`src/hw/rtl/ogeu_pkg.sv`:
```
// Shared types, constants and helpers for the occupancy grid evidence update core.
// Holds grid geometry, cell entry layout, command and class codes, and the controller states.
// Depends on nothing; ogeu_coord, ogeu_eval and the top level import it.
package ogeu_pkg;

    // Grid geometry
    localparam int COLS        = 14;
    localparam int ROWS        = 7;
    localparam int PRECISION   = 8;
    localparam int COUNT_WIDTH = 16;

    localparam int GRID_W      = COLS * PRECISION * 2;
    localparam int GRID_H      = ROWS * PRECISION * 2;
    localparam int CELLS       = GRID_W * GRID_H;
    localparam int CELL_ADDR_W = $clog2(CELLS);
    localparam int CX_W        = $clog2(GRID_W);
    localparam int CY_W        = $clog2(GRID_H);

    // Position arithmetic: Q8.8 times PRECISION/2 means a divide by 512 after scaling
    localparam int POS_W       = 16;
    localparam int T_W         = 24;
    localparam int ROUND_SHIFT = 9;
    localparam int ROUND_HALF  = 256;
    localparam int X_OFS       = COLS * PRECISION * 512;
    localparam int Y_OFS       = ROWS * PRECISION * 512;

    // Origin cell, the reset value of the last visited cell
    localparam logic [CX_W-1:0] ORIGIN_X = CX_W'(COLS * PRECISION);
    localparam logic [CY_W-1:0] ORIGIN_Y = CY_W'(ROWS * PRECISION);

    // Configuration registers
    localparam int RATIO_W   = 8;
    localparam int CFG_IDX_W = 1;
    localparam logic [RATIO_W-1:0] RATIO_NUM_RST = RATIO_W'(3);
    localparam logic [RATIO_W-1:0] RATIO_DEN_RST = RATIO_W'(20);

    typedef enum logic [CFG_IDX_W-1:0] {
        CFG_RATIO_NUM = 1'b0,
        CFG_RATIO_DEN = 1'b1
    } cfg_reg_t;

    typedef enum logic [1:0] {
        CMD_WALL   = 2'd0,
        CMD_GROUND = 2'd1,
        CMD_VISIT  = 2'd2
    } cmd_t;

    typedef enum logic [1:0] {
        CLS_UNKNOWN = 2'd0,
        CLS_GROUND  = 2'd1,
        CLS_WALL    = 2'd2
    } cell_class_t;

    typedef logic [COUNT_WIDTH-1:0] cnt_t;

    localparam int PROD_W = COUNT_WIDTH + RATIO_W;

    // One grid cell as stored in memory
    typedef struct packed {
        cell_class_t cls;
        cnt_t        wall;
        cnt_t        ground;
        cnt_t        visit;
    } cell_entry_t;

    localparam int ENTRY_W = $bits(cell_entry_t);

    // Mapped grid position of one item
    typedef struct packed {
        logic            ok;
        logic [CX_W-1:0] cx;
        logic [CY_W-1:0] cy;
    } cell_pos_t;

    typedef enum logic [2:0] {
        ST_CLEAR,
        ST_IDLE,
        ST_READ,
        ST_MODIFY,
        ST_MULT,
        ST_WRITE
    } ctrl_state_t;

    // Saturating increment of an evidence counter
    function automatic cnt_t sat_inc(input cnt_t c);
        return (c == '1) ? c : c + cnt_t'(1);
    endfunction

endpackage

```
`src/hw/rtl/ogeu_coord.sv`:
```
// Maps a Q8.8 world position to a grid cell with half-away-from-zero rounding
// and checks grid bounds and command code. Depends on ogeu_pkg.
module ogeu_coord (
    input  logic [1:0]                    command,
    input  logic signed [15:0]            pos_x,
    input  logic signed [15:0]            pos_y,
    output ogeu_pkg::cell_pos_t           pos
);
    import ogeu_pkg::*;

    localparam int M_W = T_W - ROUND_SHIFT;

    logic signed [T_W-1:0] px_ext;
    logic signed [T_W-1:0] py_ext;
    logic signed [T_W-1:0] tx;
    logic signed [T_W-1:0] ty;
    logic [T_W-1:0]        mag_x;
    logic [T_W-1:0]        mag_y;
    logic [M_W-1:0]        mx;
    logic [M_W-1:0]        my;
    logic                  x_ok;
    logic                  y_ok;
    logic                  cmd_ok;

    // Scale and offset into grid units times 512
    always_comb
    begin
        px_ext = T_W'(pos_x);
        py_ext = T_W'(pos_y);
        tx     = px_ext * signed'(T_W'(PRECISION)) + signed'(T_W'(X_OFS));
        ty     = signed'(T_W'(Y_OFS)) - py_ext * signed'(T_W'(PRECISION));
    end

    // Round the magnitude; a negative value only lands on the grid when it rounds to zero
    always_comb
    begin
        mag_x  = tx[T_W-1] ? T_W'(-tx) : T_W'(tx);
        mag_y  = ty[T_W-1] ? T_W'(-ty) : T_W'(ty);
        mx     = M_W'((mag_x + T_W'(ROUND_HALF)) >> ROUND_SHIFT);
        my     = M_W'((mag_y + T_W'(ROUND_HALF)) >> ROUND_SHIFT);
        x_ok   = tx[T_W-1] ? (mx == '0) : (mx < M_W'(GRID_W));
        y_ok   = ty[T_W-1] ? (my == '0) : (my < M_W'(GRID_H));
        cmd_ok = (command == CMD_WALL) || (command == CMD_GROUND) || (command == CMD_VISIT);
        pos.ok = x_ok && y_ok && cmd_ok;
        pos.cx = mx[CX_W-1:0];
        pos.cy = my[CY_W-1:0];
    end

endmodule

```
`config.mk`:
```
export PLATFORM = sky130hd
export DESIGN_NAME = ogeu_coord
export DESIGN_NICKNAME = d
export VERILOG_FILES = /design/src/hw/rtl/ogeu_pkg.sv /design/src/hw/rtl/ogeu_coord.sv
export SDC_FILE = /design/constraint.sdc
export NUM_CORES = 1
export LEC_CHECK = 0
export BUFFER_PORTS_ARGS = -buffer_cell sky130_fd_sc_hd__buf_2
export CORE_ASPECT_RATIO = 2
export CORE_MARGIN = 3
export CORE_UTILIZATION = 60
export DETAILED_ROUTE_END_ITERATION = 12
export PLACE_DENSITY = 0.89
export SYNTH_ARGS = -nofsm -noshare
export SYNTH_HDL_FRONTEND = slang
export SYNTH_SLANG_ARGS = --single-unit
```
`constraint.sdc`:
```
create_clock -name vclk -period 7.6
set_clock_uncertainty 0.15 [all_clocks]
set_input_delay 0 -clock vclk [all_inputs]
set_output_delay 0 -clock vclk [all_outputs]
set_load 0.01 [all_outputs]
```
==> impl_metrics.yaml, run 1 <==
run_status:
  outcome: "finished, final reports clean"
global_route:
  globalRouteTotalUtil_pct: 26.26
  grt_pass1_vias: 2091
  grt_max_degree: 14
  grt_pass1_wl_mm: 8.252
  antenna_found_initial: 0
  grt_overflow: 0
detailed_routing:
  via_per_inst: 6.539
  dr.pass1.iters: 6
  num_vias: 2184
  wl_per_cell_um: 14.70
  drt_iter0_drc: 51
  m1WireLength_mm: 1.669
  drt_wl_total_mm: 4.910
  drtAntennaViolNets: 0
  wl_met3_um: 187
  wl_met2_mm: 2.919
  drc_errors: 0
  highest_layer: "met4"
power_and_ir_drop:
  power_mw: 0.1498
  p_leak_nw: 0.7930
  ir_drop_mv: 0.05005
  powerDensity_nw_per_um2: 72.35
setup_path:
  crit_arrival_ns: 3.84
  crit_path_cell_trace: "buf_2, inv_1, ha_1, nor2b_1, o21a_1, nand2_1, xnor2_1, ha_1, inv_1, a21oi_1, o21ai_1, a32oi_1, xnor2_1, or4_1, o32ai_1, or4b_1, a221oi_2, buf_2"
  cp.buffers_inverters: 4
  slowest_delay_ns: 0.51
  crit_required_ns: 7.45
  worstSetupPathType: "input pin to output pin"
  cp-start-kind: "input pin"
  crit_slowest_cell: "or4_1"
  critPathTopFamily: "simple AND/OR/NAND/NOR gates"
  endpoint_kind: "output pin"
  critical_path.max_fanout: 13
  cp_num_cells: 18
place:
  placed_area_sq_um: 2071
  globalplace.congestion: 0.8563
  place_hpwl_mm: 4.197
  port_buffers: 50
  place_inst: 334
clock_network:
  cts_hold_buf: 0
  cts_resized: 0
  post_cts_buffers: 0
cells_and_area:
  clock_buffers: 0
  sequential_cell_total: 0
  syn_to_final_growth_pct: 12.89
  post-route-cell-area_sq_um: 2071
  final_common_cell: "buf_2"
  diodes: 0
  regArea_sq_um: 0
  final_cells: 334
  fin_nets: 347
  layout_common_cells: "buf_2 (50), xnor2_1 (34), nor2_1 (21)"
  drive_gt1_share_pct: 22.30
sta:
  rsz0062_at_grt: "no"
  worst_slew_pin_slew_ns: 0.7713
  setup_tns_ns: 0
  finalSetupViolCount: 0
  timing.final.crit_share_pct: 52.45
  finalMaxSlewViolations: 0
  min_period_ns: 3.986
  maxSlewHeadroom_pct: 48.58
  holdWs_ns: 0.2499
  hold_violations: 0
  fmax_mhz: 250.8
synthesis:
  yosysSeqAreaShare_pct: 0
  avgSynthCellArea_sq_um: 6.870
  netlist_instances: 267
  synth_area_sq_um: 1834
  yosysTopAreaCell: "xnor2_1"
  synth_top_area_share_pct: 16.23
  yosysWarnings: 0
  syn_nets: 307
  synth.distinct_cells: 63
  synth_area_leaders: "xnor2_1 (16%), xor2_1 (8.6%), a21oi_1 (4.9%), nor2_1 (4.3%), ha_1 (4.1%)"
floorplan:
  die_w_um: 45.10
  die_h_um: 84.19
  coreArea_sq_um: 2838
  die_area_sq_um: 3797
  io_pins: 50
  rows: 27
  initial_core_util_pct: 64.64
min_path:
  min-delay-path-class: "input pin to output pin"
  whs_path_depth: 3
run:
  max-cap-violations: 0
-- synthesized netlist by cell type, types with 4 or more instances --
| cell type | count |
|---|---|
| nor4_1 | 6 |
| clkbuf_1 | 11 |
| a211oi_1 | 4 |
| nand2_1 | 19 |
| nor2_1 | 21 |
| inv_1 | 8 |
| a21oi_1 | 18 |
| or3_1 | 5 |
| xnor2_1 | 34 |
| nand3_1 | 11 |
| xor2_1 | 18 |
| nand4_1 | 6 |
| ha_1 | 6 |
| nor3_1 | 7 |
| and3_1 | 4 |
| or2_2 | 5 |
| o21ai_0 | 9 |
| or4_1 | 5 |
-- per-layer routing --
metal	vias to the layer above	track usage, %
met5	-	0
li1	1080	-
met1	1030	24.62
met4	0	8.800
met3	12	1.073
met2	62	53.75
-- cells by family (layout without fill, tap and decap cells) --
logic type / Yosys count / after routing / synth area share [%]
AOI/OAI and AO/OA: 72 / 72 / 28.58
xor gates and xnor gates: 53 / 53 / 25.72
adders and majority gates: 6 / 6 / 4.093
buffers and inverters: 21 / 59 / 4.775
muxes: 3 / 3 / 1.637
and+or+nand+nor: 112 / 112 / 35.20
-- where the power goes --
part / total, mW / internal (mW) / switching, mW
registers: 0 / 0 / 0
logic: 0.150 / 0.0631 / 0.0867
clock network: 0 / 0 / 0
total: 0.150 / 0.0631 / 0.0867
-- tightest hold or removal path, cell delays in order --
cell	delay, ns
buf_2	0.14
xnor2_1	0.11
buf_2	0.15
-- final timing paths --
path,start,end,slack (ns)
max,pos_x[10],pos[15],3.61
min,pos_x[9],pos[10],0.25
-- cell type report --
cell class	count	area, sq um
fill	256	767.0
inverter	8	30.03
tap	29	36.28
timing repair buffer	51	257.7
multi-input combinational	246	1747
-- per-stage QoR --
stage	setup slack [ns]	utilization, %
after detailed placement	3.673	72.97
final	3.614	72.97
after global placement	3.774	72.97
after global routing	3.291	72.97
after CTS	3.662	72.97
after floorplan	3.714	-
(Power assumes the default switching activity.)
==> inputs of run 2 (changes only) <==
Settings changed: CORE_UTILIZATION 60 to 51, PLACE_DENSITY 0.89 to 0.8.
Clock period 7.6 ns to 3.56 ns, I/O delays scaled along.
==> run 2 against run 1 <==
  * Combinational power increased by 150%
  * Setup slack lost 3.6 ns
  * Count of clock-buffer cells in the layout did not move
  * Die area up 16%
  * Via count grew 5.4%
  * Non-clock buffer count is 31 higher
  * Final cell count rose by 15%
  * Hold slack improved by 0.071 ns
  * Total power up 150%
  * Sequential share of layout area did not move
  * Critical endpoint unchanged
  * Highest routed layer unchanged
==> impl_metrics.yaml, run 2 (same netlist as run 1, synthesis figures left out) <==
run_status:
  outcome: "finished, final reports clean"
place:
  port_buffers: 50
  dp_slack_ns: -0.004438
  place_hpwl_mm: 4.656
  place_inst: 380
  globalplace.congestion: 0.9002
sta:
  finalMaxSlewViolations: 0
  fin_ws_ns: 0.03852
  finalSetupViolCount: 0
  hold_violations: 0
  worst_slew_pin_slew_ns: 0.5433
  timing.final.crit_share_pct: 98.92
  maxSlewHeadroom_pct: 63.45
  rsz0062_at_grt: "yes"
  fmax_mhz: 284.0
  min_period_ns: 3.521
setup_path:
  worstSetupPathType: "input pin to output pin"
  cp_num_cells: 11
  crit_path_cell_trace: "buf_2, or4_4, o31a_1, or4_1, a22o_2, xnor2_1, or4_4, o32ai_2, or4b_4, a221oi_2, buf_2"
  crit_required_ns: 3.41
  endpoint_kind: "output pin"
  cp.buffers_inverters: 2
  slowest_delay_ns: 0.54
  critical_path.max_fanout: 3
  critPathTopFamily: "simple AND/OR/NAND/NOR gates"
  crit_arrival_ns: 3.37
  crit_slowest_cell: "or4_4"
  cp-start-kind: "input pin"
detailed_routing:
  num_vias: 2303
  drt_iter0_drc: 77
  drt_wl_total_mm: 5.564
  drtAntennaViolNets: 0
  via_per_inst: 5.997
  drc_errors: 0
  wl_met2_mm: 3.327
  dr.pass1.iters: 4
  highest_layer: "met4"
  wl_met3_um: 206
  wl_per_cell_um: 14.49
  m1WireLength_mm: 1.862
power_and_ir_drop:
  powerDensity_nw_per_um2: 153.2
  p_leak_nw: 0.9706
  ir_drop_mv: 0.1210
run:
  max-cap-violations: 0
global_route:
  grt_pass1_vias: 2268
  grt_pass1_wl_mm: 9.177
  grt_max_degree: 13
  antenna_found_initial: 0
  grt_overflow: 0
  globalRouteTotalUtil_pct: 24.09
cells_and_area:
  utilization_pct: 71.32
  sequential_cell_total: 0
  final_common_cell: "buf_2"
  drive_gt1_share_pct: 34.82
  diodes: 0
  fin_nets: 378
  final_cells: 384
  fillers: 313
  regArea_sq_um: 0
  clock_buffers: 0
  syn_to_final_growth_pct: 32.81
  layout_common_cells: "buf_2 (49), xnor2_1 (33), buf_4 (31)"
floorplan:
  initial_core_util_pct: 53.70
  die_area_sq_um: 4396
  io_pins: 50
  die_h_um: 90.81
  rows: 30
  coreArea_sq_um: 3416
  die_w_um: 48.41
min_path:
  min-delay-path-class: "input pin to output pin"
  whs_path_depth: 4
run 2: per-stage QoR:
step	area [sq um]	hold WS, ns	TNS, ns	power (mW)
floorplan	1851	-0.06533	0	0.2279
global placement	2302	0.2251	-0.005409	0.3401
detailed placement	2302	0.2302	-0.004438	0.3463
CTS	2306	0.2365	0	0.3484
global route	2436	0.3504	-0.07665	0.4105
finish	2436	0.3206	0	0.3733
run 2: final cells by class:
type	count	area [sq um]	area share, %
Multi-Input combinational cell	246	1846	75.76
Timing Repair Buffer	82	500.5	20.54
Tap cell	48	60.06	2.465
Inverter	8	30.03	1.233
run 2: worst paths after layout:
| check | start | to | slack (ns) |
|---|---|---|---|
| max | pos_x[5] | pos[15] | 0.04 |
| min | pos_x[8] | pos[9] | 0.32 |
run 2: power by group:
part / leakage, nW / switching (mW) / internal (mW) / total, mW
clock: 0 / 0 / 0 / 0
sequential: 0 / 0 / 0 / 0
combinational: 0.971 / 0.203 / 0.170 / 0.373
total: 0.971 / 0.203 / 0.170 / 0.373
run 2: metal layers:
| layer | track usage, % | vias up |
|---|---|---|
| met5 | 0 | - |
| met4 | 7.363 | 0 |
| met3 | 0.9917 | 14 |
| met2 | 54.84 | 78 |
| met1 | 20.34 | 1067 |
| li1 | - | 1144 |
run 2: repair_timing:
| item | CTS | global route |
|---|---|---|
| buffers inserted | 0 | 5 |
| gates resized for setup | 1 | 24 |
| hold buffers | 0 | 0 |
| pin swaps | 0 | 14 |
| setup endpoints to repair | 1 | 1 |
==> inputs of run 3 (changes only) <==
Settings changed: CORE_UTILIZATION 51 to 30, PLACE_DENSITY 0.8 to 0.51.
==> run 3 against run 2 <==
  * Flip-flop and latch count did not move
  * Final cell count is 7.8% higher
  * Global-route usage down 5.9 points
  * Fmax increased by 1.1%
  * Total power grew 10%
  * Via count is 1.8% higher
  * Count of clock-buffer cells in the layout did not move
  * Hold slack improved by 0.010 ns
  * Die area is 63% higher
  * Highest routed layer unchanged
  * Setup slack better by 0.037 ns
==> impl_metrics.yaml, run 3 (same netlist as run 1, synthesis figures left out) <==
run_status:
  outcome: "finished, final reports clean"
global_route:
  grt_pass1_vias: 2313
  grt_util_met3_pct: 0.5531
  antenna_found_initial: 0
  met1_usage_pct: 15.61
  grt_pass1_wl_mm: 10.22
  globalRouteTotalUtil_pct: 18.23
  grt_max_degree: 13
  grt_overflow: 0
  use_met2_pct: 41.51
  busiest_layer: "met2"
cells_and_area:
  drive_gt1_share_pct: 41.36
  clock_buffers: 0
  sequential_cell_total: 0
  layout_common_cells: "buf_2 (48), buf_4 (47), xnor2_1 (33)"
  syn_to_final_growth_pct: 45.22
  post-route-cell-area_sq_um: 2664
  fillers: 629
  regArea_sq_um: 0
  utilization_pct: 45.87
  fin_nets: 395
  diodes: 0
  final_common_cell: "buf_2"
floorplan:
  initial_core_util_pct: 31.59
  coreArea_sq_um: 5807
  die_w_um: 61.29
  rows: 39
  io_pins: 50
  die_area_sq_um: 7145
  die_h_um: 116.6
detailed_routing:
  dr.pass1.iters: 5
  num_vias: 2344
  drt_wl_total_mm: 6.643
  drc_errors: 0
  drt_iter0_drc: 63
  wl_per_cell_um: 16.05
  via_per_inst: 5.662
  drtAntennaViolNets: 0
place:
  placed_area_sq_um: 2446
  port_buffers: 50
  globalplace.congestion: 0.8869
  place_hpwl_mm: 5.640
power_and_ir_drop:
  ir_drop_mv: 0.07460
  p_leak_nw: 1.065
  powerDensity_nw_per_um2: 154.1
run:
  max-cap-violations: 0
sta:
  hold_violations: 0
  rsz0062_at_grt: "yes"
  min_period_ns: 3.485
  finalSetupViolCount: 0
  timing.final.crit_share_pct: 97.88
  finalMaxSlewViolations: 0
  worst_slew_pin_slew_ns: 0.5504
  fmax_mhz: 287.0
  maxSlewHeadroom_pct: 63.00
  setup_tns_ns: 0
setup_path:
  crit_slowest_cell: "or4b_4"
  cp-start-kind: "input pin"
  crit_path_end: "pos[15]"
  crit_arrival_ns: 3.33
  crit_required_ns: 3.41
  crit_path_cell_trace: "buf_8, inv_6, ha_4, or4b_4, buf_8, o211a_1, a21oi_2, buf_4, o21ai_2, o211a_1, o211ai_1, nor2b_2, mux2i_1, or4b_4, a221oi_2, buf_2"
  slowest_delay_ns: 0.55
  critical_path.max_fanout: 8
  worstSetupPathType: "input pin to output pin"
  critPathLaunch: "pos_y[1]"
  endpoint_kind: "output pin"
clock_network:
  cts_hold_buf: 0
min_path:
  min-delay-path-class: "input pin to output pin"
==> run 3: layout make-up <==
type,instances,area (sq um),share of cell area [%]
repair buffers,99,645.6,24.24
well taps,61,76.32,2.865
multi-input cells,246,1904,71.49
inverters,8,37.54,1.409
==> run 3: worst min-delay path by stage <==
stage               startpoint  endpoint  depth (start not counted)
floorplan             pos_x[9]   pos[10]                          1
global placement      pos_x[8]    pos[9]                          3
detailed placement    pos_x[8]    pos[9]                          3
CTS                   pos_x[8]    pos[9]                          3
global route          pos_x[8]    pos[9]                          3
finish                pos_x[8]    pos[9]                          3
==> run 3: metrics by stage <==
step	worst slack [ns]	power, mW	hold WS, ns	cells
final	0.07549	0.4105	0.3305	414
after global routing	-0.04212	0.4465	0.3513	414
after CTS	0.007365	0.3800	0.3102	410
after detailed placement	0.009181	0.3781	0.3089	410
after global placement	0.004361	0.3772	0.3193	410
after floorplan	0.001141	0.2279	-0.06533	267
==> run 3: critical path: cells and delay by family <==
family / cells / cell delay, ns
multiplexers: 1 / 0.09
buffers and inverters: 5 / 0.63
AND/OR/NAND/NOR: 3 / 1.26
adder cells (fa/ha/maj): 1 / 0.12
AO/OA/AOI/OAI: 6 / 1.24
==> run 3: repair_timing <==
action                     4_1_cts  5_1_grt
setup endpoints to repair        1        1
pin swaps                        0       22
buffers inserted                 0        4
gates cloned                     0        0
gates resized for setup          1       45
==> run 3: per-layer routing <==
metal,wire [um],up-vias
met5,0,-
met4,185,0
met3,188,10
met2,4156,58
met1,2113,1098
li1,-,1178
==> run 3: power by group <==
part	total [mW]	switching [mW]	internal (mW)
Sequential	0	0	0
Clock	0	0	0
Combinational	0.410	0.220	0.190
Total	0.410	0.220	0.190
