File: config.mk
export PLATFORM = sky130hd
export DESIGN_NAME = ogeu_eval
export DESIGN_NICKNAME = d
export VERILOG_FILES = /design/src/hw/rtl/ogeu_pkg.sv /design/src/hw/rtl/ogeu_eval.sv
export SDC_FILE = /design/constraint.sdc
export NUM_CORES = 1
export LEC_CHECK = 0
export BUFFER_PORTS_ARGS = -buffer_cell sky130_fd_sc_hd__buf_2
export CAP_MARGIN = 20
export CORE_ASPECT_RATIO = 1.5
export CORE_MARGIN = 2
export CORE_UTILIZATION = 50
export DETAILED_ROUTE_END_ITERATION = 7
export GPL_TIMING_DRIVEN = 0
export PLACE_DENSITY_LB_ADDON = 0.12
export SLEW_MARGIN = 20
export SYNTH_ARGS = -nofsm -noshare
export SYNTH_HDL_FRONTEND = slang
export SYNTH_SLANG_ARGS = --single-unit
File: constraint.sdc
create_clock -name clk -period 4.5 [get_ports clk]
set_clock_uncertainty 0.2 [all_clocks]
set_input_delay 0.45 -clock clk [delete_from_list [all_inputs] [get_ports clk]]
set_output_delay 0.45 -clock clk [all_outputs]
set_load 0.02 [all_outputs]
File: src/hw/rtl/ogeu_pkg.sv
// Shared types, constants and helpers for the occupancy grid evidence update core.
// Holds grid geometry, cell entry layout, command and class codes, and the controller states.
// Depends on nothing; ogeu_coord, ogeu_eval and the top level import it.
package ogeu_pkg;

    // Grid geometry
    localparam int COLS        = 14;
    localparam int ROWS        = 7;
    localparam int PRECISION   = 8;
    localparam int COUNT_WIDTH = 16;

    localparam int GRID_W      = COLS * PRECISION * 2;
    localparam int GRID_H      = ROWS * PRECISION * 2;
    localparam int CELLS       = GRID_W * GRID_H;
    localparam int CELL_ADDR_W = $clog2(CELLS);
    localparam int CX_W        = $clog2(GRID_W);
    localparam int CY_W        = $clog2(GRID_H);

    // Position arithmetic: Q8.8 times PRECISION/2 means a divide by 512 after scaling
    localparam int POS_W       = 16;
    localparam int T_W         = 24;
    localparam int ROUND_SHIFT = 9;
    localparam int ROUND_HALF  = 256;
    localparam int X_OFS       = COLS * PRECISION * 512;
    localparam int Y_OFS       = ROWS * PRECISION * 512;

    // Origin cell, the reset value of the last visited cell
    localparam logic [CX_W-1:0] ORIGIN_X = CX_W'(COLS * PRECISION);
    localparam logic [CY_W-1:0] ORIGIN_Y = CY_W'(ROWS * PRECISION);

    // Configuration registers
    localparam int RATIO_W   = 8;
    localparam int CFG_IDX_W = 1;
    localparam logic [RATIO_W-1:0] RATIO_NUM_RST = RATIO_W'(3);
    localparam logic [RATIO_W-1:0] RATIO_DEN_RST = RATIO_W'(20);

    typedef enum logic [CFG_IDX_W-1:0] {
        CFG_RATIO_NUM = 1'b0,
        CFG_RATIO_DEN = 1'b1
    } cfg_reg_t;

    typedef enum logic [1:0] {
        CMD_WALL   = 2'd0,
        CMD_GROUND = 2'd1,
        CMD_VISIT  = 2'd2
    } cmd_t;

    typedef enum logic [1:0] {
        CLS_UNKNOWN = 2'd0,
        CLS_GROUND  = 2'd1,
        CLS_WALL    = 2'd2
    } cell_class_t;

    typedef logic [COUNT_WIDTH-1:0] cnt_t;

    localparam int PROD_W = COUNT_WIDTH + RATIO_W;

    // One grid cell as stored in memory
    typedef struct packed {
        cell_class_t cls;
        cnt_t        wall;
        cnt_t        ground;
        cnt_t        visit;
    } cell_entry_t;

    localparam int ENTRY_W = $bits(cell_entry_t);

    // Mapped grid position of one item
    typedef struct packed {
        logic            ok;
        logic [CX_W-1:0] cx;
        logic [CY_W-1:0] cy;
    } cell_pos_t;

    typedef enum logic [2:0] {
        ST_CLEAR,
        ST_IDLE,
        ST_READ,
        ST_MODIFY,
        ST_MULT,
        ST_WRITE
    } ctrl_state_t;

    // Saturating increment of an evidence counter
    function automatic cnt_t sat_inc(input cnt_t c);
        return (c == '1) ? c : c + cnt_t'(1);
    endfunction

endpackage

File: src/hw/rtl/ogeu_eval.sv
// Classifies an updated cell: ratio products are registered, then compared.
// Depends on ogeu_pkg.
module ogeu_eval (
    input  logic                      clk,
    input  ogeu_pkg::cell_entry_t     entry,
    input  logic [7:0]                ratio_num,
    input  logic [7:0]                ratio_den,
    output ogeu_pkg::cell_class_t     cls
);
    import ogeu_pkg::*;

    logic [PROD_W-1:0] wall_prod_reg;
    logic [PROD_W-1:0] ground_prod_reg;
    logic              visited_reg;

    // Register both weighted counts
    always_ff @(posedge clk)
    begin
        wall_prod_reg   <= PROD_W'(entry.wall) * PROD_W'(ratio_den);
        ground_prod_reg <= PROD_W'(entry.ground) * PROD_W'(ratio_num);
        visited_reg     <= (entry.visit != '0);
    end

    // Ground if ever visited or wall evidence is at or under the threshold
    always_comb
    begin
        if (visited_reg || (wall_prod_reg <= ground_prod_reg))
        begin
            cls = CLS_GROUND;
        end
        else
        begin
            cls = CLS_WALL;
        end
    end

endmodule

==> results.py, run 1 <==
metrics = {
    "status": {
        "status": "finished clean",
    },
    "synth": {
        "netlist_area_um2": 9915,
        "synth_common_cells": "inv_1, and2_1, fa_1",
        "synth_compound_area_share_pct": 8.544,
        "synth-edff-count": 0,
        "syn_nets": 1463,
        "synth-adder-area-share_pct": 48.06,
        "synthArstFlopShare_pct": 0,
        "synth_top_family_by_area": "adder cells",
        "synth-seq-area-share_pct": 9.894,
        "syn_inst": 1116,
        "ys_ff_latch": 49,
        "ys_warn_count": 0,
        "synth.most_common_cell": "inv_1",
        "yosys-top-cells-area": "fa_1, ha_1, and2_1",
        "synth_xor_area_share_pct": 2.915,
        "synth.distinct_cells": 47,
        "synth_area_per_cell_um2": 8.884,
        "netlist.area_leader.share_pct": 33.92,
        "synth_top_cell_by_area": "fa_1",
        "synth_mux_area_share_pct": 0.3029,
        "yosys.area_share.simple_pct": 20.52,
        "synth_ff_type": "dfxtp_1",
    },
    "timing": {
        "rsz0062_at_grt": "yes",
        "final_hold_viol_count": 0,
        "setup_slack_ns": 0.002448,
        "timing.final.crit_share_pct": 99.95,
        "timing.fmax_ghz": 0.2223,
        "hold_slack_ns": 0.1669,
        "timing.final.crit_period_ns": 4.498,
        "drv_slew": 0,
        "worst_slew_pin_slew_ns": 0.4774,
        "relSlewSlack_pct": 68.18,
        "setup_viol": 0,
    },
    "die": {
        "die_h_um": 176.5,
        "core_area_um2": 19630,
        "die-area_um2": 20990,
        "row_count": 63,
        "io_pins": 69,
        "die_w_um": 119.0,
        "start_util_pct": 50.51,
    },
    "hold_path": {
        "hp-start": "entry[14]",
        "whs_path_depth": 3,
        "min_path_type": "primary input to register",
        "hold_end": "visited_reg",
    },
    "pwr": {
        "netSwitchingPower_uw": 3144,
        "vdd_ir_drop_max_mv": 0.2933,
        "power_frac_seq_pct": 11.1,
        "intPower_uw": 3513,
        "leakage_uw": 0.005951,
        "combPwrFrac_pct": 82.3,
        "pwr_density_cell_nw_per_um2": 560.0,
        "clockPowerShare_pct": 6.6,
        "swShare_pct": 47.23,
        "finalPower_uw": 6657,
    },
    "layout": {
        "layout-drive-gt1-share_pct": 17.35,
        "area_growth_pct": 19.90,
        "nets": 1574,
        "nFillCells": 1674,
        "seq_area_um2": 980.9,
        "diodes": 0,
        "multi_input_area_um2": 8432,
        "fin_util_pct": 60.57,
    },
    "placed_design": {
        "place.port_buffers": 66,
        "gp_congestion": 0.8937,
        "place_worst_setup_slack_ns": -0.9053,
        "dp.final_hpwl_um": 18110,
    },
    "clock_tree": {
        "htreeDepth": 2,
        "cts_max_path_buffers": 2,
        "cts_hold_buf": 0,
        "root_buffer": "clkbuf_16",
        "tritoncts": "done",
        "clkTransAtPathRegs_ns": 0.06,
        "numCtsBuffers": 5,
        "clock-sinks": 49,
    },
    "detailed_routing": {
        "wl_per_cell_um": 15.04,
        "vias_per_cell": 5.140,
        "wirelength_um": 22380,
        "drt_iter0_drc": 308,
        "drc": 0,
        "vias": 7648,
        "dr.pass1.iters": 4,
        "antenna_left": 0,
    },
    "critical_path": {
        "path_max_fanout": 6,
        "crit_path_end_kind": "register",
        "cp.required_ns": 4.54,
        "arrival_ns": 4.53,
        "cp-start-kind": "primary input",
        "crit_type": "primary input to register",
    },
    "global_route": {
        "track_usage_pct": 21.75,
        "antenna_found_initial": 0,
        "grt_pass1_wl_um": 37120,
        "grt_pass1_vias": 7944,
        "grt_remaining_overflow": 0,
        "grt_max_degree": 16,
    },
    "job": {
        "maxCapViolCount": 0,
    },
}
-- power groups by stage --
stage	logic, µW	registers (µW)	clock network (µW)
final	5480	737	439
after global routing	6200	752	464
after CTS	4940	739	451
after detailed placement	4380	743	0
after global placement	4350	745	0
after floorplan	3500	731	0
-- metal layers --
layer | routed length [µm] | up-vias | track usage [%]
met5 | 0 | - | 0
met4 | 773 | 0 | 8.185
met3 | 347 | 50 | 0.8721
met2 | 12810 | 131 | 43.89
met1 | 8447 | 3783 | 23.54
li1 | - | 3684 | -
-- worst max-delay path, stage by stage --
cell	delay [ns]
buf_12	0.11
buf_4	0.14
and2_1	0.14
fa_1	0.47
fa_1	0.52
fa_1	0.50
inv_1	0.05
fa_1	0.47
inv_1	0.04
ha_1	0.35
nor2_1	0.13
nor2_1	0.09
a21oi_2	0.17
o211ai_1	0.17
buf_4	0.19
or4_1	0.45
nand3_1	0.08
-- cells by family (layout without fill, tap and decap cells) --
family,Yosys count,after routing
and+or+nand+nor,370,370
adders and majority gates,280,280
buffers and inverters,256,368
AOI/OAI and AO/OA,125,125
DFF,49,49
xor gates and xnor gates,33,33
muxes,3,3
-- cell usage in the layout, fill, tap and decap left out, types with 6 or more instances in the layout --
| cell | n |
|---|---|
| a21o_1 | 20 |
| a21oi_1 | 30 |
| a21oi_2 | 9 |
| and2_1 | 202 |
| buf_2 | 52 |
| buf_4 | 35 |
| buf_6 | 9 |
| buf_8 | 11 |
| clkbuf_1 | 6 |
| clkbuf_16 | 12 |
| dfxtp_1 | 49 |
| fa_1 | 158 |
| fa_2 | 10 |
| ha_1 | 94 |
| ha_4 | 16 |
| inv_1 | 225 |
| inv_2 | 9 |
| nand2_1 | 66 |
| nand2_2 | 7 |
| nand3_1 | 10 |
| nand4_1 | 8 |
| nor2_1 | 29 |
| nor2b_1 | 9 |
| nor3_1 | 11 |
| nor4_1 | 6 |
| o21a_1 | 7 |
| o21ai_0 | 10 |
| xnor2_1 | 24 |
| xor2_1 | 9 |
-- timing repair --
item | 4_1_cts | 5_1_grt
buffers inserted | 13 | 23
gates cloned | 0 | 6
pin swaps | 23 | 64
gates resized for setup | 73 | 105
setup endpoints to repair | 25 | 20
-- area by class of cell --
type	instances	share of cell area, %
Buffer	19	1.937
Clock buffer	6	1.168
Clock inverter	2	0.3158
Inverter	234	7.389
Multi-Input combinational cell	811	70.93
Sequential cell	49	8.252
Tap cell	260	2.737
Timing Repair Buffer	107	7.273
-- how the worst max path moves through the flow --
| stage | from | endpoint | slack [ns] | cells after the start |
|---|---|---|---|---|
| final | ratio_num[4] | ground_prod_reg[23] | 0.002 | 17 |
| after global routing | entry[25] | ground_prod_reg[23] | -0.16 | 16 |
| after global placement | ratio_den[3] | wall_prod_reg[23] | -0.94 | 17 |
| after detailed placement | ratio_den[3] | wall_prod_reg[23] | -0.91 | 17 |
| after floorplan | ratio_num[2] | ground_prod_reg[22] | -0.01 | 17 |
| after CTS | ratio_num[3] | ground_prod_reg[23] | 0.004 | 15 |
-- stage by stage --
| stage | setup TNS (ns) | cells | cell area [µm²] |
|---|---|---|---|
| 6_report | 0 | 1488 | 11890 |
| 5_1_grt | -0.5865 | 1488 | 11890 |
| 4_1_cts | 0 | 1460 | 11230 |
| 3_5_place_dp | -18.04 | 1442 | 10610 |
| 3_3_place_gp | -18.18 | 1442 | 10610 |
| 2_1_floorplan | -0.01397 | 1116 | 9950 |
Note: power is estimated with default switching activity, not from simulation.
==> run 2, diff against run 1 <==
--- a/config.mk
+++ b/config.mk
@@ -13,6 +13,7 @@
 export DETAILED_ROUTE_END_ITERATION = 7
 export GPL_TIMING_DRIVEN = 0
 export PLACE_DENSITY_LB_ADDON = 0.12
+export RECOVER_POWER = 25
 export SLEW_MARGIN = 20
 export SYNTH_ARGS = -nofsm -noshare
 export SYNTH_HDL_FRONTEND = slang
==> results.py, run 2 (synthesis results as in run 1) <==
metrics = {
    "layout": {
        "nets": 1574,
        "layout-drive-gt1-share_pct": 17.35,
        "area_growth_pct": 19.90,
        "final_cell_mix": "inv_1, and2_1, fa_1",
        "nFillCells": 1674,
        "layout_commonest_cell": "inv_1",
        "diodes": 0,
        "fin_util_pct": 60.57,
    },
    "pwr": {
        "clockPowerShare_pct": 6.6,
        "pwr_density_cell_nw_per_um2": 560.0,
        "intPower_uw": 3513,
        "power_frac_seq_pct": 11.1,
        "swShare_pct": 47.24,
        "netSwitchingPower_uw": 3145,
        "vdd_ir_drop_max_mv": 0.2933,
        "leakage_uw": 0.005947,
        "combPwrFrac_pct": 82.3,
    },
    "die": {
        "io_pins": 69,
        "start_util_pct": 50.51,
        "row_count": 63,
        "die_w_um": 119.0,
        "die-area_um2": 20990,
        "core_area_um2": 19630,
        "die_h_um": 176.5,
    },
    "job": {
        "maxCapViolCount": 0,
    },
    "clock_tree": {
        "tritoncts": "done",
        "root_buffer": "clkbuf_16",
        "clock-sinks": 49,
        "htreeDepth": 2,
        "numCtsBuffers": 5,
        "clkTransAtPathRegs_ns": 0.06,
        "cts_max_path_buffers": 2,
    },
    "critical_path": {
        "crit_top_cell": "fa_1",
        "crit_family": "adder cells",
        "path_buf_inv": 5,
        "slowest_delay_ns": 0.52,
        "cp-start-kind": "primary input",
        "arrival_ns": 4.53,
        "path_cells": "buf_12 -> buf_4 -> and2_1 -> fa_1 -> fa_1 -> fa_1 -> inv_1 -> fa_1 -> inv_1 -> ha_1 -> nor2_1 -> nor2_1 -> a21oi_2 -> o211ai_1 -> buf_4 -> or4_1 -> nand3_1",
        "cp.required_ns": 4.54,
        "crit_path_end_kind": "register",
        "path_max_fanout": 6,
        "cpMaxStageDelayCell": "fa_1",
        "crit_type": "primary input to register",
    },
    "timing": {
        "final_hold_viol_count": 0,
        "relSlewSlack_pct": 68.18,
        "setup_slack_ns": 0.002447,
        "rsz0062_at_grt": "yes",
        "worst_slew_pin_slew_ns": 0.4774,
        "timing.fmax_ghz": 0.2223,
        "setup_viol": 0,
        "timing.final.crit_share_pct": 99.95,
        "timing.final.crit_period_ns": 4.498,
        "drv_slew": 0,
        "fin_tns_setup_ns": 0,
        "hold_slack_ns": 0.1669,
    },
    "detailed_routing": {
        "drt_iter0_drc": 308,
        "antenna_left": 0,
        "drc": 0,
        "met1_length_um": 8468,
        "wl_met3_um": 344,
        "wirelength_um": 22400,
        "top_layer_used": "met4",
        "vias_per_cell": 5.139,
        "met2_wirelength_um": 12810,
        "wl_per_cell_um": 15.05,
        "vias": 7647,
        "dr.pass1.iters": 4,
    },
    "placed_design": {
        "dp.final_hpwl_um": 18110,
        "gp_congestion": 0.8937,
        "place.port_buffers": 66,
        "place_worst_setup_slack_ns": -0.9053,
    },
    "global_route": {
        "grt_max_degree": 16,
        "track_usage_pct": 21.75,
        "grt_remaining_overflow": 0,
        "grt_pass1_vias": 7944,
        "grt_pass1_wl_um": 37120,
        "antenna_found_initial": 0,
    },
    "status": {
        "status": "finished clean",
    },
    "hold_path": {
        "min_path_type": "primary input to register",
    },
}
[run 2: layout make-up]
class	instances	area [µm²]	share of cell area (%)
buffer	19	230.2	1.937
clock buffer	6	138.9	1.168
clock inverter	2	37.54	0.3158
inverter	234	878.3	7.389
multi-input combinational	811	8432	70.93
sequential	49	980.9	8.252
tap	260	325.3	2.737
timing repair buffer	107	864.6	7.273
[run 2: power by group through the flow]
stage          Sequential [µW]  Clock (µW)  Combinational [µW]
2_1_floorplan              731           0                3500
3_3_place_gp               745           0                4350
3_5_place_dp               743           0                4380
4_1_cts                    739         451                4940
5_1_grt                    752         464                6200
6_report                   737         439                5480
[run 2: tightest hold or removal path, delay by kind of cell]
family,cells,cell delay (ns)
buffers and inverters,1,0.07
and+or+nand+nor,2,0.10
[run 2: per-layer routing]
metal | global-route usage (%) | up-vias
met5 | 0 | -
met4 | 8.185 | 0
met3 | 0.8721 | 49
met2 | 43.89 | 129
met1 | 23.54 | 3785
li1 | - | 3684
[run 2: through the flow]
step	instances	total power [µW]	area (µm²)
after floorplan	1116	4228	9950
after global placement	1442	5095	10610
after detailed placement	1442	5126	10610
after CTS	1460	6127	11230
after global routing	1488	7420	11890
final	1488	6657	11890
[run 2: timing repair]
item,in CTS,in global routing
setup endpoints to repair,25,20
pin swaps,23,64
setup buffers,13,23
hold buffers,0,0
cloned,0,6
gates resized for setup,73,105
[run 2: path summary, 6_finish.rpt]
path / startpoint / to / cells past startpoint
worst max-delay path: ratio_num[4] / ground_prod_reg[23] / 17
worst min-delay path: entry[14] / visited_reg / 3
==> run 3, diff against run 2 <==
--- a/config.mk
+++ b/config.mk
@@ -9,11 +9,10 @@
 export CAP_MARGIN = 20
 export CORE_ASPECT_RATIO = 1.5
 export CORE_MARGIN = 2
-export CORE_UTILIZATION = 50
+export CORE_UTILIZATION = 55
 export DETAILED_ROUTE_END_ITERATION = 7
 export GPL_TIMING_DRIVEN = 0
 export PLACE_DENSITY_LB_ADDON = 0.12
-export RECOVER_POWER = 25
 export SLEW_MARGIN = 20
 export SYNTH_ARGS = -nofsm -noshare
 export SYNTH_HDL_FRONTEND = slang
==> results.py, run 3 (synthesis results as in run 1) <==
metrics = {
    "status": {
        "status": "finished clean",
    },
    "global_route": {
        "grt_pass1_vias": 7957,
        "grt_remaining_overflow": 0,
        "grt_pass1_wl_um": 36490,
        "grt_max_degree": 17,
        "antenna_found_initial": 0,
        "track_usage_pct": 23.38,
    },
    "detailed_routing": {
        "antenna_left": 0,
        "wl_per_cell_um": 14.79,
        "drc": 0,
        "wirelength_um": 21300,
        "vias": 7536,
        "dr.pass1.iters": 5,
        "vias_per_cell": 5.233,
        "drt_iter0_drc": 211,
    },
    "pwr": {
        "finalPower_uw": 6525,
        "power_frac_seq_pct": 11.3,
        "swShare_pct": 47.90,
        "intPower_uw": 3399,
        "vdd_ir_drop_max_mv": 0.3124,
        "netSwitchingPower_uw": 3126,
        "pwr_density_cell_nw_per_um2": 562.5,
        "leakage_uw": 0.005858,
        "combPwrFrac_pct": 83.0,
        "clockPowerShare_pct": 5.7,
    },
    "clock_tree": {
        "tritoncts": "done",
        "numCtsBuffers": 5,
        "clkTransAtPathRegs_ns": 0.06,
        "cts_hold_buf": 0,
        "clock-sinks": 49,
        "cts_max_path_buffers": 2,
        "htreeDepth": 2,
        "root_buffer": "clkbuf_16",
    },
    "job": {
        "maxCapViolCount": 0,
    },
    "die": {
        "die_h_um": 168.4,
        "start_util_pct": 55.72,
        "io_pins": 69,
        "die_w_um": 113.6,
        "die-area_um2": 19140,
        "core_area_um2": 17790,
        "row_count": 60,
    },
    "critical_path": {
        "crit_family": "adder cells",
        "crit_cells": 18,
        "arrival_ns": 4.48,
        "cp-startpoint": "ratio_num[4]",
        "path_buf_inv": 6,
        "crit_path_end_kind": "register",
        "crit_type": "primary input to register",
        "crit_top_cell": "fa_1",
        "path_max_fanout": 7,
        "path_cells": "buf_6 -> buf_8 -> buf_4 -> and2_1 -> fa_2 -> fa_1 -> fa_1 -> inv_2 -> fa_1 -> inv_2 -> ha_4 -> o211ai_1 -> a21o_1 -> a211o_1 -> o211ai_1 -> buf_4 -> a21oi_2 -> xnor2_1",
        "cpMaxStageDelayCell": "fa_1",
        "slowest_delay_ns": 0.51,
        "cp.required_ns": 4.48,
        "crit_path_end": "ground_prod_reg[19]",
        "cp-start-kind": "primary input",
    },
    "placed_design": {
        "gp_congestion": 0.8641,
        "place.port_buffers": 66,
        "place_worst_setup_slack_ns": -0.9489,
        "dpl-instance-area_um2": 10550,
        "dp.final_hpwl_um": 18030,
    },
    "timing": {
        "setup_slack_ns": 0.002703,
        "final_hold_viol_count": 0,
        "timing.fmax_ghz": 0.2224,
        "fin_tns_setup_ns": 0,
        "timing.final.crit_share_pct": 99.94,
        "rsz0062_at_grt": "yes",
        "drv_slew": 0,
        "worst_slew_pin_slew_ns": 0.4809,
        "timing.final.crit_period_ns": 4.497,
        "setup_viol": 0,
        "relSlewSlack_pct": 67.60,
    },
    "layout": {
        "fin_util_pct": 65.20,
        "design_area_um2": 11600,
        "area_growth_pct": 17.00,
        "final_cell_mix": "inv_1, and2_1, fa_1",
        "nets": 1569,
        "diodes": 0,
        "layout_commonest_cell": "inv_1",
        "layout-drive-gt1-share_pct": 16.52,
    },
    "hold_path": {
        "min_path_type": "primary input to register",
    },
}
==> run 3: metal layers <==
layer | share of wire (%) | vias up | GRT usage [%]
li1 | - | 3665 | -
met1 | 38 | 3702 | 24.98
met2 | 56 | 124 | 46.76
met3 | 1.7 | 45 | 0.7199
met4 | 4.2 | 0 | 10.18
met5 | 0 | - | 0
==> run 3: worst min path at each step <==
stage	cells past startpoint	endpoint	slack, ns	from
final	3	visited_reg	0.17	entry[14]
after global routing	3	visited_reg	0.17	entry[14]
after CTS	3	visited_reg	0.17	entry[14]
after detailed placement	3	visited_reg	0.48	entry[14]
after global placement	3	visited_reg	0.48	entry[14]
after floorplan	2	visited_reg	0.35	entry[14]
==> run 3: power by group through the flow <==
stage	Clock [µW]	Combinational (µW)	Sequential, µW
after global routing	400	6120	762
after global placement	0	4330	744
after floorplan	0	3500	731
after CTS	382	4980	739
final	371	5420	737
after detailed placement	0	4380	743
==> run 3: area by class of cell <==
class	instances	area (µm²)
inverters	234	878.3
repair buffers	102	686.9
multi-input cells	811	8416
well taps	217	271.5
clock buffers	5	125.1
clock inverters	3	21.27
plain buffers	19	220.2
fillers	1515	6192
flip-flops and latches	49	980.9
==> run 3: repair_timing <==
action,4_1_cts,5_1_grt
buffers inserted,14,21
endpoints found under the setup margin,25,20
pin swaps,27,60
resized for setup,78,81
cloned,0,1
==> run 3: metrics by stage <==
| stage | hold WS, ns | cells |
|---|---|---|
| 2_1_floorplan | 0.3534 | 1116 |
| 3_3_place_gp | 0.4763 | 1399 |
| 3_5_place_dp | 0.4786 | 1399 |
| 4_1_cts | 0.1706 | 1418 |
| 5_1_grt | 0.1657 | 1440 |
| 6_report | 0.1705 | 1440 |
==> run 3: worst min-delay path, stage by stage <==
cell and delay [ns]:
buf_2 0.07, nor4_1 0.03, nand4_1 0.07
